[src/sv/hmcm_pkg.sv]
// hmcm_pkg: shared types and constants for the heat-map min/max colormap block
// used by hmcm_ctrl, hmcm_dp and heatmap_minmax_colormap_top; no dependencies
`timescale 1ns / 1ps

package hmcm_pkg;

    // scaled quotient: 0 .. 1020 in ten divider steps
    localparam int QUO_BITS     = 10;
    localparam int SCALE_BITS   = 11;
    localparam int COLOR_BITS   = 8;
    localparam int USER_BITS    = 2;
    localparam int OUT_BITS     = 3 * COLOR_BITS;
    localparam int STEP_CNT_BITS = 4;

    // tuser bit positions on the slave side
    localparam int USER_ACTION_BIT = 0;
    localparam int USER_FIRST_BIT  = 1;

    localparam logic [SCALE_BITS-1:0] SEG_STEP   = 11'd255;
    localparam logic [SCALE_BITS-1:0] SEG_TWO    = 11'd510;
    localparam logic [SCALE_BITS-1:0] SEG_THREE  = 11'd765;
    localparam logic [SCALE_BITS-1:0] SCALE_FULL = 11'd1020;
    localparam logic [COLOR_BITS-1:0] COLOR_MAX  = 8'd255;

    localparam logic ACTION_SCAN = 1'b0;
    localparam logic ACTION_MAP  = 1'b1;

    typedef struct packed {
        logic accept;   // word taken on the slave side
        logic load;     // set up operands for the divider
        logic step;     // one restoring division step
        logic finish;   // build the pixel into the output register
    } cmd_t;

    typedef struct packed {
        logic in_is_map;  // offered word is a map item
    } status_t;

endpackage

[src/sv/hmcm_ctrl.sv]
// hmcm_ctrl: sequencer for the heat-map colormap block
// depends on hmcm_pkg (cmd_t, status_t, step count constants)
`timescale 1ns / 1ps

module hmcm_ctrl (
    input  logic              aclk,
    input  logic              aresetn,
    input  logic              s_tvalid,
    output logic              s_tready,
    output logic              m_tvalid,
    input  logic              m_tready,
    input  hmcm_pkg::status_t status,
    output hmcm_pkg::cmd_t    cmd
);

    typedef enum logic [3:0] {
        ST_IDLE = 4'b0001,
        ST_LOAD = 4'b0010,
        ST_DIV  = 4'b0100,
        ST_FIN  = 4'b1000
    } state_t;

    localparam logic [hmcm_pkg::STEP_CNT_BITS-1:0] LAST_STEP =
        hmcm_pkg::STEP_CNT_BITS'(hmcm_pkg::QUO_BITS - 1);

    state_t state_reg, state_next;
    logic [hmcm_pkg::STEP_CNT_BITS-1:0] cnt_reg, cnt_next;
    logic out_valid_reg, out_valid_next;

    always_comb begin
        state_next     = state_reg;
        cnt_next       = cnt_reg;
        cmd            = '0;
        s_tready       = 1'b0;
        out_valid_next = out_valid_reg & ~m_tready;
        case (state_reg)
            ST_IDLE: begin
                s_tready = 1'b1;
                if (s_tvalid) begin
                    cmd.accept = 1'b1;
                    if (status.in_is_map) begin
                        state_next = ST_LOAD;
                    end
                end
            end
            ST_LOAD: begin
                cmd.load   = 1'b1;
                cnt_next   = '0;
                state_next = ST_DIV;
            end
            ST_DIV: begin
                cmd.step = 1'b1;
                cnt_next = cnt_reg + 1'b1;
                if (cnt_reg == LAST_STEP) begin
                    state_next = ST_FIN;
                end
            end
            ST_FIN: begin
                // wait for the output slot to free up
                if (!out_valid_reg || m_tready) begin
                    cmd.finish     = 1'b1;
                    out_valid_next = 1'b1;
                    state_next     = ST_IDLE;
                end
            end
            default: begin
                state_next = ST_IDLE;
            end
        endcase
    end

    always_ff @(posedge aclk) begin
        if (!aresetn) begin
            state_reg     <= ST_IDLE;
            cnt_reg       <= '0;
            out_valid_reg <= 1'b0;
        end else begin
            state_reg     <= state_next;
            cnt_reg       <= cnt_next;
            out_valid_reg <= out_valid_next;
        end
    end

    assign m_tvalid = out_valid_reg;

endmodule

[src/sv/hmcm_dp.sv]
// hmcm_dp: datapath of the heat-map colormap block
// frame min/max, scaling, radix-2 restoring divider and color segments; uses hmcm_pkg
`timescale 1ns / 1ps

module hmcm_dp #(
    parameter int SAMPLE_BITS   = 16,
    parameter int FRACTION_BITS = 8,
    parameter int DATA_BITS     = 16
) (
    input  logic                               aclk,
    input  logic                               aresetn,
    input  hmcm_pkg::cmd_t                     cmd,
    output hmcm_pkg::status_t                  status,
    input  logic [DATA_BITS-1:0]               s_tdata,
    input  logic [hmcm_pkg::USER_BITS-1:0]     s_tuser,
    output logic [hmcm_pkg::OUT_BITS-1:0]      m_tdata
);

    // range width: holds max - min and the one-point-zero substitute
    localparam int RW = (SAMPLE_BITS > FRACTION_BITS) ? SAMPLE_BITS : FRACTION_BITS + 1;
    localparam int EW = RW + 2;
    localparam int NW = RW + hmcm_pkg::QUO_BITS;
    localparam int QB = hmcm_pkg::QUO_BITS;
    localparam int SW = hmcm_pkg::SCALE_BITS;
    localparam int CW = hmcm_pkg::COLOR_BITS;

    logic signed [SAMPLE_BITS-1:0] in_sample;
    logic                          in_first;

    logic signed [SAMPLE_BITS-1:0] min_reg, min_next;
    logic signed [SAMPLE_BITS-1:0] max_reg, max_next;
    logic signed [SAMPLE_BITS-1:0] sample_reg;

    logic [RW-1:0] range_reg;
    logic [RW-1:0] rem_reg, rem_next;
    logic [QB-1:0] quo_reg, quo_next;
    logic          sat_low_reg, sat_high_reg;
    logic [hmcm_pkg::OUT_BITS-1:0] out_reg;

    logic signed [EW-1:0] min_e, max_e, smp_e, range_e, diff_e;
    logic [RW-1:0]        range_val;
    logic                 sat_low, sat_high;
    logic [RW-1:0]        d_val;
    logic [NW-1:0]        scaled;

    logic [RW:0]   shifted;
    logic [RW+1:0] trial;
    logic          ge;

    logic [SW-1:0] q_full;
    logic          rem_nz;
    logic [SW-1:0] fall_two, rise_two, fall_four;
    logic [CW-1:0] red_c, green_c, blue_c;

    assign in_sample = $signed(s_tdata[SAMPLE_BITS-1:0]);
    assign in_first  = s_tuser[hmcm_pkg::USER_FIRST_BIT];
    assign status.in_is_map = (s_tuser[hmcm_pkg::USER_ACTION_BIT] == hmcm_pkg::ACTION_MAP);

    // running min/max of the frame
    always_comb begin
        min_next = min_reg;
        max_next = max_reg;
        if (cmd.accept && !status.in_is_map) begin
            if (in_first) begin
                min_next = in_sample;
                max_next = in_sample;
            end else begin
                if (in_sample < min_reg) begin
                    min_next = in_sample;
                end
                if (in_sample > max_reg) begin
                    max_next = in_sample;
                end
            end
        end
    end

    // operand setup
    always_comb begin
        min_e     = EW'(min_reg);
        max_e     = EW'(max_reg);
        smp_e     = EW'(sample_reg);
        range_e   = max_e - min_e;
        range_val = (range_e == '0) ? (RW'(1) << FRACTION_BITS) : range_e[RW-1:0];
        diff_e    = smp_e - min_e;
        sat_low   = (diff_e <= $signed(EW'(0)));
        sat_high  = !sat_low && (diff_e >= $signed({2'b00, range_val}));
        d_val     = diff_e[RW-1:0];
        // d * 1020 = d * 1024 - d * 4
        scaled    = (NW'(d_val) << QB) - (NW'(d_val) << 2);
    end

    // one restoring step, quotient bits shift in behind the dividend bits
    always_comb begin
        shifted  = {rem_reg, quo_reg[QB-1]};
        trial    = {1'b0, shifted} - {2'b00, range_reg};
        ge       = ~trial[RW+1];
        rem_next = rem_reg;
        quo_next = quo_reg;
        if (cmd.load) begin
            rem_next = scaled[NW-1:QB];
            quo_next = scaled[QB-1:0];
        end else if (cmd.step) begin
            rem_next = ge ? trial[RW-1:0] : shifted[RW-1:0];
            quo_next = {quo_reg[QB-2:0], ge};
        end
    end

    // four color segments from quotient and remainder
    always_comb begin
        if (sat_low_reg) begin
            q_full = '0;
            rem_nz = 1'b0;
        end else if (sat_high_reg) begin
            q_full = hmcm_pkg::SCALE_FULL;
            rem_nz = 1'b0;
        end else begin
            q_full = SW'(quo_reg);
            rem_nz = (rem_reg != '0);
        end
        fall_two  = hmcm_pkg::SEG_TWO - q_full - SW'(rem_nz);
        rise_two  = q_full - hmcm_pkg::SEG_TWO;
        fall_four = hmcm_pkg::SCALE_FULL - q_full - SW'(rem_nz);
        if (q_full < hmcm_pkg::SEG_STEP) begin
            red_c   = '0;
            green_c = q_full[CW-1:0];
            blue_c  = hmcm_pkg::COLOR_MAX;
        end else if (q_full < hmcm_pkg::SEG_TWO) begin
            red_c   = '0;
            green_c = hmcm_pkg::COLOR_MAX;
            blue_c  = fall_two[CW-1:0];
        end else if (q_full < hmcm_pkg::SEG_THREE) begin
            red_c   = rise_two[CW-1:0];
            green_c = hmcm_pkg::COLOR_MAX;
            blue_c  = '0;
        end else begin
            red_c   = hmcm_pkg::COLOR_MAX;
            green_c = fall_four[CW-1:0];
            blue_c  = '0;
        end
    end

    always_ff @(posedge aclk) begin
        if (!aresetn) begin
            min_reg <= '0;
            max_reg <= '0;
        end else begin
            min_reg <= min_next;
            max_reg <= max_next;
        end
    end

    always_ff @(posedge aclk) begin
        if (cmd.accept) begin
            sample_reg <= in_sample;
        end
        if (cmd.load) begin
            range_reg    <= range_val;
            sat_low_reg  <= sat_low;
            sat_high_reg <= sat_high;
        end
        rem_reg <= rem_next;
        quo_reg <= quo_next;
        if (cmd.finish) begin
            out_reg <= {blue_c, green_c, red_c};
        end
    end

    assign m_tdata = out_reg;

endmodule

[src/sv/heatmap_minmax_colormap_top.sv]
// heat-map colormap top: min/max tracking of a frame and jet color mapping
// scan word: accepted while idle, updates min/max, no output; map word: accept, operand
// setup, ten radix-2 divider steps, then color build into the output register, which
// waits for the output slot to free up; the ten-step divider loop sets the rate
// one word at a time; the output register lets a new word in while a pixel waits
// reset (aresetn low, synchronous): min and max cleared to zero, no pixel pending
`timescale 1ns / 1ps

module heatmap_minmax_colormap_top #(
    parameter int SAMPLE_BITS   = 16,
    parameter int FRACTION_BITS = 8
) (
    input  logic                               aclk,
    input  logic                               aresetn,
    input  logic                               s_tvalid,
    output logic                               s_tready,
    input  logic [((SAMPLE_BITS+7)/8)*8-1:0]   s_tdata,  // sample
    input  logic [hmcm_pkg::USER_BITS-1:0]     s_tuser,  // action, first_of_frame
    output logic                               m_tvalid,
    input  logic                               m_tready,
    output logic [hmcm_pkg::OUT_BITS-1:0]      m_tdata   // red, green, blue
);

    localparam int DATA_BITS = ((SAMPLE_BITS + 7) / 8) * 8;

    hmcm_pkg::cmd_t    cmd;
    hmcm_pkg::status_t status;

    hmcm_ctrl u_ctrl (
        .aclk     (aclk),
        .aresetn  (aresetn),
        .s_tvalid (s_tvalid),
        .s_tready (s_tready),
        .m_tvalid (m_tvalid),
        .m_tready (m_tready),
        .status   (status),
        .cmd      (cmd)
    );

    hmcm_dp #(
        .SAMPLE_BITS   (SAMPLE_BITS),
        .FRACTION_BITS (FRACTION_BITS),
        .DATA_BITS     (DATA_BITS)
    ) u_dp (
        .aclk    (aclk),
        .aresetn (aresetn),
        .cmd     (cmd),
        .status  (status),
        .s_tdata (s_tdata),
        .s_tuser (s_tuser),
        .m_tdata (m_tdata)
    );

endmodule

[config.mk]
export PLATFORM = sky130hd
export DESIGN_NAME = heatmap_minmax_colormap_top
export DESIGN_NICKNAME = d
export VERILOG_FILES = /design/src/sv/hmcm_pkg.sv /design/src/sv/hmcm_ctrl.sv /design/src/sv/hmcm_dp.sv /design/src/sv/heatmap_minmax_colormap_top.sv
export SDC_FILE = /design/constraint.sdc
export NUM_CORES = 1
export LEC_CHECK = 0
export BUFFER_PORTS_ARGS = -buffer_cell sky130_fd_sc_hd__buf_2
export CORE_MARGIN = 4
export CORE_UTILIZATION = 55
export DETAILED_ROUTE_END_ITERATION = 10
export PLACE_DENSITY = 0.7
export SETUP_SLACK_MARGIN = 0.2
export SKIP_CTS_REPAIR_TIMING = 1
export SLEW_MARGIN = 20
export SYNTH_ARGS = -nofsm -noshare
export SYNTH_HDL_FRONTEND = slang
export SYNTH_SLANG_ARGS = --single-unit
export TNS_END_PERCENT = 10
[constraint.sdc]
create_clock -name aclk -period 5.68 [get_ports aclk]
set_clock_uncertainty 0.1 [all_clocks]
set_input_delay 0.568 -clock aclk [delete_from_list [all_inputs] [get_ports aclk]]
set_output_delay 0.568 -clock aclk [all_outputs]
set_load 0.01 [all_outputs]
==> metrics.txt, run 1 <==
DRC Markers 0; number of flip-flops in the largest register 24; syn_nets ~1200; Max Cap Viol 0; Core Region around 17000 um2; fin crit share a little under nine tenths; Yosys reg bits roughly 130; Data arrival, critical path between 4 and 5 ns; Post-Route WL between 20000 and 25000 um; P_sw 0.00140 W; count leader, synth ha_1; hold_sp s_tdata[0]; fin crit period 4.84 ns; Die Span Y between 100 and 150 um; final setup vio count 0; reg2reg start u_dp.sample_reg[0]; Nets between 1000 and 1500; Num CTS Buffers 17; Final Hold Viols 0; area grow syn2layout 10.8%; Synth warnings 0; Die Wd about 140 um; # IOs 48; clock share of power approximately 29%; Seq/Total Area, Yosys about a third; fin cells 1344; port buffer count between 40 and 50; Antenna diodes 0; first-pass GRT wire length roughly 37000 um; worst-margin pin slew 0.874 ns; Synth Cell Area 9600 um2; wire per inst approximately 17 um; GR Overflow Total 0; CTS tree built; Max clock buf depth 2; static leakage around 4.3 nW; routability congestion estimate from global placement ~0.91; layout cell share with drive strength beyond 1 under 10%; initial antenna violation count 0; post-synthesis mux area share 2.31%; ANT nets after route 0; EDFF count, synth 84; H-tree levels 4; via count between 7000 and 8000; WHS Path Cells 1; Fmax between 200 and 250 MHz; Total GRT Usage 23.2%; Hold WC Path Type in -> reg; # clock sinks ~130; First-pass DRT Iterations 5; largest family of logic cells by synthesized area compound AO/OA/AOI/OAI gates; Required @ worst endpoint between 5 and 6 ns; Clock Tree Root clkbuf_16; Setup crit end kind flip-flop; Adder-Cell Fraction of Synth Area 15.1%; Final Max Slew Viols 0; largest net degree at the start of global routing 57; number of global-route vias before repair roughly 7500; most used cell along the critical path inv_1; crit path max fanout 8; P_int 0.00239 W; post-route setup TNS 0 ns; RSZ-0062 raised after global routing false; slew margin rel. around two fifths; cells on worst reg2reg path 20; Flop pwr share about 30%; later-pin clock latency in the skew report between 0.4 and 0.5 ns; reg2reg end u_dp.rem_reg[12]; CP Cell Sequence inv_1, ha_1, inv_1, fa_1, a211oi_4, o211ai_2, a2111o_1, nand3_1, and2_1, inv_1, ha_1, nand2_1, nor2_1, nand2_1, a2111oi_0, o21ai_0, a31oi_1, nor3_1, xnor2_1, a21boi_0; Worst IR Drop VDD 236 uV; Post-Synth XOR/XNOR Area between 5 and 6%; run status complete, no violations; slowest stage delay, CP 0.52 ns; top_reg_cell synth edfxtp_1; Mapped Cells about 1100; DRT iter0 DRCs about 530; site row count 48; post-detail-place hpwl roughly 17000 um; type of origin of the critical path flip-flop; Vias/cell slightly below 6; cell count after placement approximately 1300; largest area contributor in the netlist edfxtp_1; asr flop ratio synth 0%; Clock transition at path regs about 0.060 ns; top post-synthesis cells by area edfxtp_1 (26%), ha_1 (14%), dfxtp_1 (8.5%); r2r setup slk around 0.84 ns; Worst Hold End u_dp.sample_reg[0]; final core utilization between 60 and 70%; CP max-delay cell fa_1; post-synth top area share between 20% and 30%; post-synthesis compound-gate area fraction around a fifth; critical path type reg -> reg; worst hold slack roughly 0.28 ns; die area between 15000 and 20000 um2; Switching Fraction a little under two fifths; commonest cells in the synthesized netlist ha_1 (111), inv_1 (100), edfxtp_1 (84); Comb pwr share around two fifths; initial core utilization a little under three fifths; Synth Area in Simple Gates between 15 and 20%; power per cell area 356 nW/um2; unique cell type count in the Yosys netlist 77; Avg Synthesized Cell Area between 8 and 9 um2
## cell usage in the layout, fill, tap and decap left out, types with 11 or more instances in the layout
| master | instances |
|---|---|
| a211oi_1 | 15 |
| inv_1 | 100 |
| dfxtp_1 | 41 |
| a21o_1 | 34 |
| edfxtp_1 | 84 |
| nand4_1 | 13 |
| o211ai_1 | 12 |
| mux2i_1 | 21 |
| o21a_1 | 14 |
| nor4_1 | 12 |
| nand3_1 | 27 |
| nand2b_1 | 11 |
| clkbuf_16 | 17 |
| nand2_1 | 77 |
| nor3_1 | 22 |
| xor2_1 | 20 |
| a21oi_1 | 66 |
| o21ai_0 | 68 |
| ha_1 | 111 |
| nor2_1 | 82 |
| xnor2_1 | 39 |
| nor2b_1 | 30 |
| buf_2 | 47 |
## worst max-delay path, delay by kind of cell (launching register included)
family	cells	cell delay, ns
compound gates	7	1.99
fa+ha+maj	3	1.05
simple gates	6	0.73
flops	1	0.35
buf+inv	3	0.20
xor+xnor	1	0.15
## worst max path at each step
stage,start,end,cells past startpoint
after global placement,u_dp.sample_reg[0],u_dp.rem_reg[10],20
after CTS,u_dp.sample_reg[0],u_dp.rem_reg[12],19
final,u_dp.sample_reg[0],u_dp.rem_reg[12],20
after global routing,u_dp.sample_reg[0],u_dp.rem_reg[12],20
after detailed placement,u_dp.sample_reg[0],u_dp.rem_reg[12],20
after floorplan,u_dp.sample_reg[0],u_dp.rem_reg[10],22
## layer usage
layer  track usage, %  routed length (um)
met5                0                   0
met3             3.31                 948
met1             32.6               10700
met2             37.8               10300
met4             6.32                 295
## final cells by class
class,instances,area (um2)
clock buffer,18,429
clock inverter,14,170
fill,1516,6540
inverter,100,375
multi-input combinational,809,5760
sequential,125,3340
tap,225,282
timing repair buffer,53,280
## cell families (layout without fill, tap and decap cells)
kind of cell / after synthesis / in the layout
multiplexers: 22 / 22
adder cells (fa/ha/maj): 114 / 114
AND/OR/NAND/NOR: 321 / 321
flip-flops: 125 / 125
AO/OA/AOI/OAI: 293 / 293
buffers and inverters: 135 / 185
XOR/XNOR: 59 / 59
## through the flow
step | setup WS [ns] | total power (W) | instance area (um2)
global route | 0.528 | 0.00406 | 10600
detailed placement | 0.934 | 0.00268 | 10000
finish | 0.836 | 0.00379 | 10600
global placement | 1.03 | 0.00266 | 10000
CTS | 0.885 | 0.00380 | 10600
floorplan | 1.43 | 0.00232 | 9600
## power groups by stage
stage	registers (W)	logic, W	clock network, W
after floorplan	0.00112	0.00120	0
after global placement	0.00113	0.00153	0
after detailed placement	0.00113	0.00155	0
after CTS	0.00111	0.00156	0.00112
after global routing	0.00112	0.00177	0.00116
final	0.00111	0.00157	0.00110
No activity file was read; power rests on OpenSTA's default activity.
==> run 2: changes to the inputs <==
--- a/config.mk
+++ b/config.mk
@@ -5,6 +5,7 @@
 export SDC_FILE = /design/constraint.sdc
 export NUM_CORES = 1
 export LEC_CHECK = 0
+export ABC_AREA = 1
 export BUFFER_PORTS_ARGS = -buffer_cell sky130_fd_sc_hd__buf_2
 export CORE_MARGIN = 4
 export CORE_UTILIZATION = 55
==> run 2 against run 1 <==
Sequential cell count is the same. Clock-buffer cell count shrank 1. Synthesized cell count grew 31%. Global-route usage grew 2.6 points. Hold slack lost 0.029 ns. Highest routed layer unchanged. Total power grew 59%.
==> metrics.txt, run 2 <==
run status complete, no violations; Fmax around 260 MHz; most common cell after layout, fill and taps aside nand2_1; CP max-delay cell dfxtp_1; site row count 49; Seq/Total Area, Yosys about a third; reg2reg end u_dp.sat_high_reg; cell count after placement 1653; Die Wd around 140 um; via count between 9000 and 10000; die area about 21000 um2; hold_sp s_tdata[0]; Max clock buf depth 2; Total GRT Usage about a quarter; layout cell share with drive strength beyond 1 a little over 9%; slew margin rel. around two fifths; Critical path origin u_dp.min_reg[0]; Die Span Y between 100 and 150 um; Nets around 1600; Final Hold Viols 0; CP Cell Sequence ha_1, inv_1, fa_1, nand3_1, nand2_1, a21oi_1, xor2_1, nand4_1, nor2_1, nand4_1, nand2_1, inv_1, ha_1, nand2_1, nor2_1, o211ai_1, nand3_1, a21oi_1, o21a_1, o21ai_0, nor2_1, nor2_1; # IOs 48; crit path max fanout 4; initial core utilization a little under three fifths; worst hold slack 0.251 ns; first-pass GRT wire length roughly 43000 um; Hold WC Path Type in -> reg; EDFF count, synth 84; Synth Cell Area 10200 um2; Setup crit end kind flip-flop; number of global-route vias before repair approximately 8700; Placed Area 10600 um2; pre-CTS WS ~1.9 ns; largest area contributor in the netlist edfxtp_1; asr flop ratio synth 0%; Worst Hold End u_dp.sample_reg[0]; RSZ-0062 raised after global routing false; unique cell type count in the Yosys netlist between 40 and 50; power per cell area 534 nW/um2; CTS tree built; DRT iter0 DRCs between 600 and 700; Num CTS Buffers 17; Required @ worst endpoint 5.87 ns; Final Cell Area 11200 um2; worst-margin pin slew ~0.88 ns; type of origin of the critical path flip-flop; largest net degree at the start of global routing 50; slowest stage delay, CP 0.39 ns; H-tree levels 4; area grow syn2layout 10.4%; top post-synthesis cells by area edfxtp_1 (25%), ha_1 (14%), nand2_1 (12%); static leakage 5.25 nW; WHS Path Cells 1; Worst IR Drop VDD 308 uV; final setup vio count 0; initial antenna violation count 0; Max Cap Viol 0; Yosys reg bits roughly 130; critical path type reg -> reg; commonest non-fill, non-tap cells in the layout nand2_1 (322), inv_1 (215), nor2_1 (128), a21oi_1 (120), nand3_1 (112); post-synth top area share about a quarter; Clock transition at path regs ~0.07 ns; Antenna diodes 0; Final Max Slew Viols 0; Synth warnings 0; most used cell along the critical path nor2_1; routability congestion estimate from global placement around 0.97; fin crit share 67.2%; number of flip-flops in the largest register 24; reg2reg start u_dp.min_reg[0]; fin crit period 3.82 ns; later-pin clock latency in the skew report about 0.43 ns; count leader, synth nand2_1; Mapped Cells 1397; post-route setup TNS 0 ns; GR Overflow Total 0; syn_nets roughly 1500; post-detail-place hpwl around 20000 um; # clock sinks about 130; cells on worst reg2reg path 22; top_reg_cell synth edfxtp_1; Core Region around 18000 um2; worst setup margin between 1.5 and 2 ns; First-pass DRT Iterations 6; Data arrival, critical path between 4 and 5 ns; Avg Synthesized Cell Area between 7 and 8 um2; r2r setup slk ~1.9 ns; commonest cells in the synthesized netlist nand2_1 (322), inv_1 (216), nor2_1 (128); fin cells about 1700; Vias/cell 5.46; port buffer count between 40 and 50; DRC Markers 0; Clock Tree Root clkbuf_16; Post-Route WL around 26000 um; ANT nets after route 0; wire per inst about 15 um
## run 2: critical path: cells and delay by family, from the launching register on
| family | cells | cell delay [ns] |
|---|---|---|
| AND/OR/NAND/NOR | 11 | 1.21 |
| adder cells (fa/ha/maj) | 3 | 0.82 |
| AO/OA/AOI/OAI | 5 | 0.73 |
| flip-flops | 1 | 0.39 |
| XOR/XNOR | 1 | 0.31 |
| buffers and inverters | 2 | 0.11 |
## run 2: layout make-up
type / instances / area, um2
Timing Repair Buffer: 53 / 280
Fill cell: 1642 / 6840
Clock inverter: 15 / 176
Clock buffer: 17 / 425
Multi-Input combinational cell: 1023 / 5890
Tap cell: 229 / 287
Sequential cell: 125 / 3340
Inverter: 223 / 840
## run 2: worst max path at each step
stage                         to  cells after the start  slack (ns)
2_1_floorplan  u_dp.sat_high_reg                     22        2.46
3_3_place_gp   u_dp.sat_high_reg                     23        1.97
3_5_place_dp   u_dp.sat_high_reg                     22        1.90
4_1_cts        u_dp.sat_high_reg                     22        1.88
5_1_grt        u_dp.sat_high_reg                     24        1.49
6_report       u_dp.sat_high_reg                     22        1.86
## run 2: where the power goes
part           switching (W)  internal (W)  leakage, nW
Clock               0.000461      0.000662        0.295
Sequential         0.0000711       0.00120         1.10
Combinational        0.00241       0.00119         3.86
Total                0.00295       0.00305         5.25
## run 2: cell families after synthesis
group	after synthesis	share of synthesized area, %
buffers and inverters	249	9.50
adders and majority gates	114	14.2
DFF	125	32.8
AOI/OAI and AO/OA	240	13.8
and+or+nand+nor	635	26.8
xor gates and xnor gates	34	2.92
## run 2: layer usage
layer / track usage [%] / share of wire [%] / wire [um] / vias to the layer above
met3: 4.07 / 4.3 / 1110 / 39
met1: 34.8 / 47 / 12100 / 4209
met5: 0 / 0 / 0 / -
met2: 42.9 / 47 / 12100 / 204
met4: 7.63 / 1.8 / 466 / 0
li1: - / - / - / 4749
## run 2: metrics by stage
| stage | utilization, % | total power [W] |
|---|---|---|
| after floorplan | - | 0.00395 |
| after global placement | 58.8 | 0.00478 |
| after detailed placement | 58.8 | 0.00481 |
| after CTS | 62.2 | 0.00597 |
| after global routing | 62.2 | 0.00656 |
| final | 62.2 | 0.00600 |
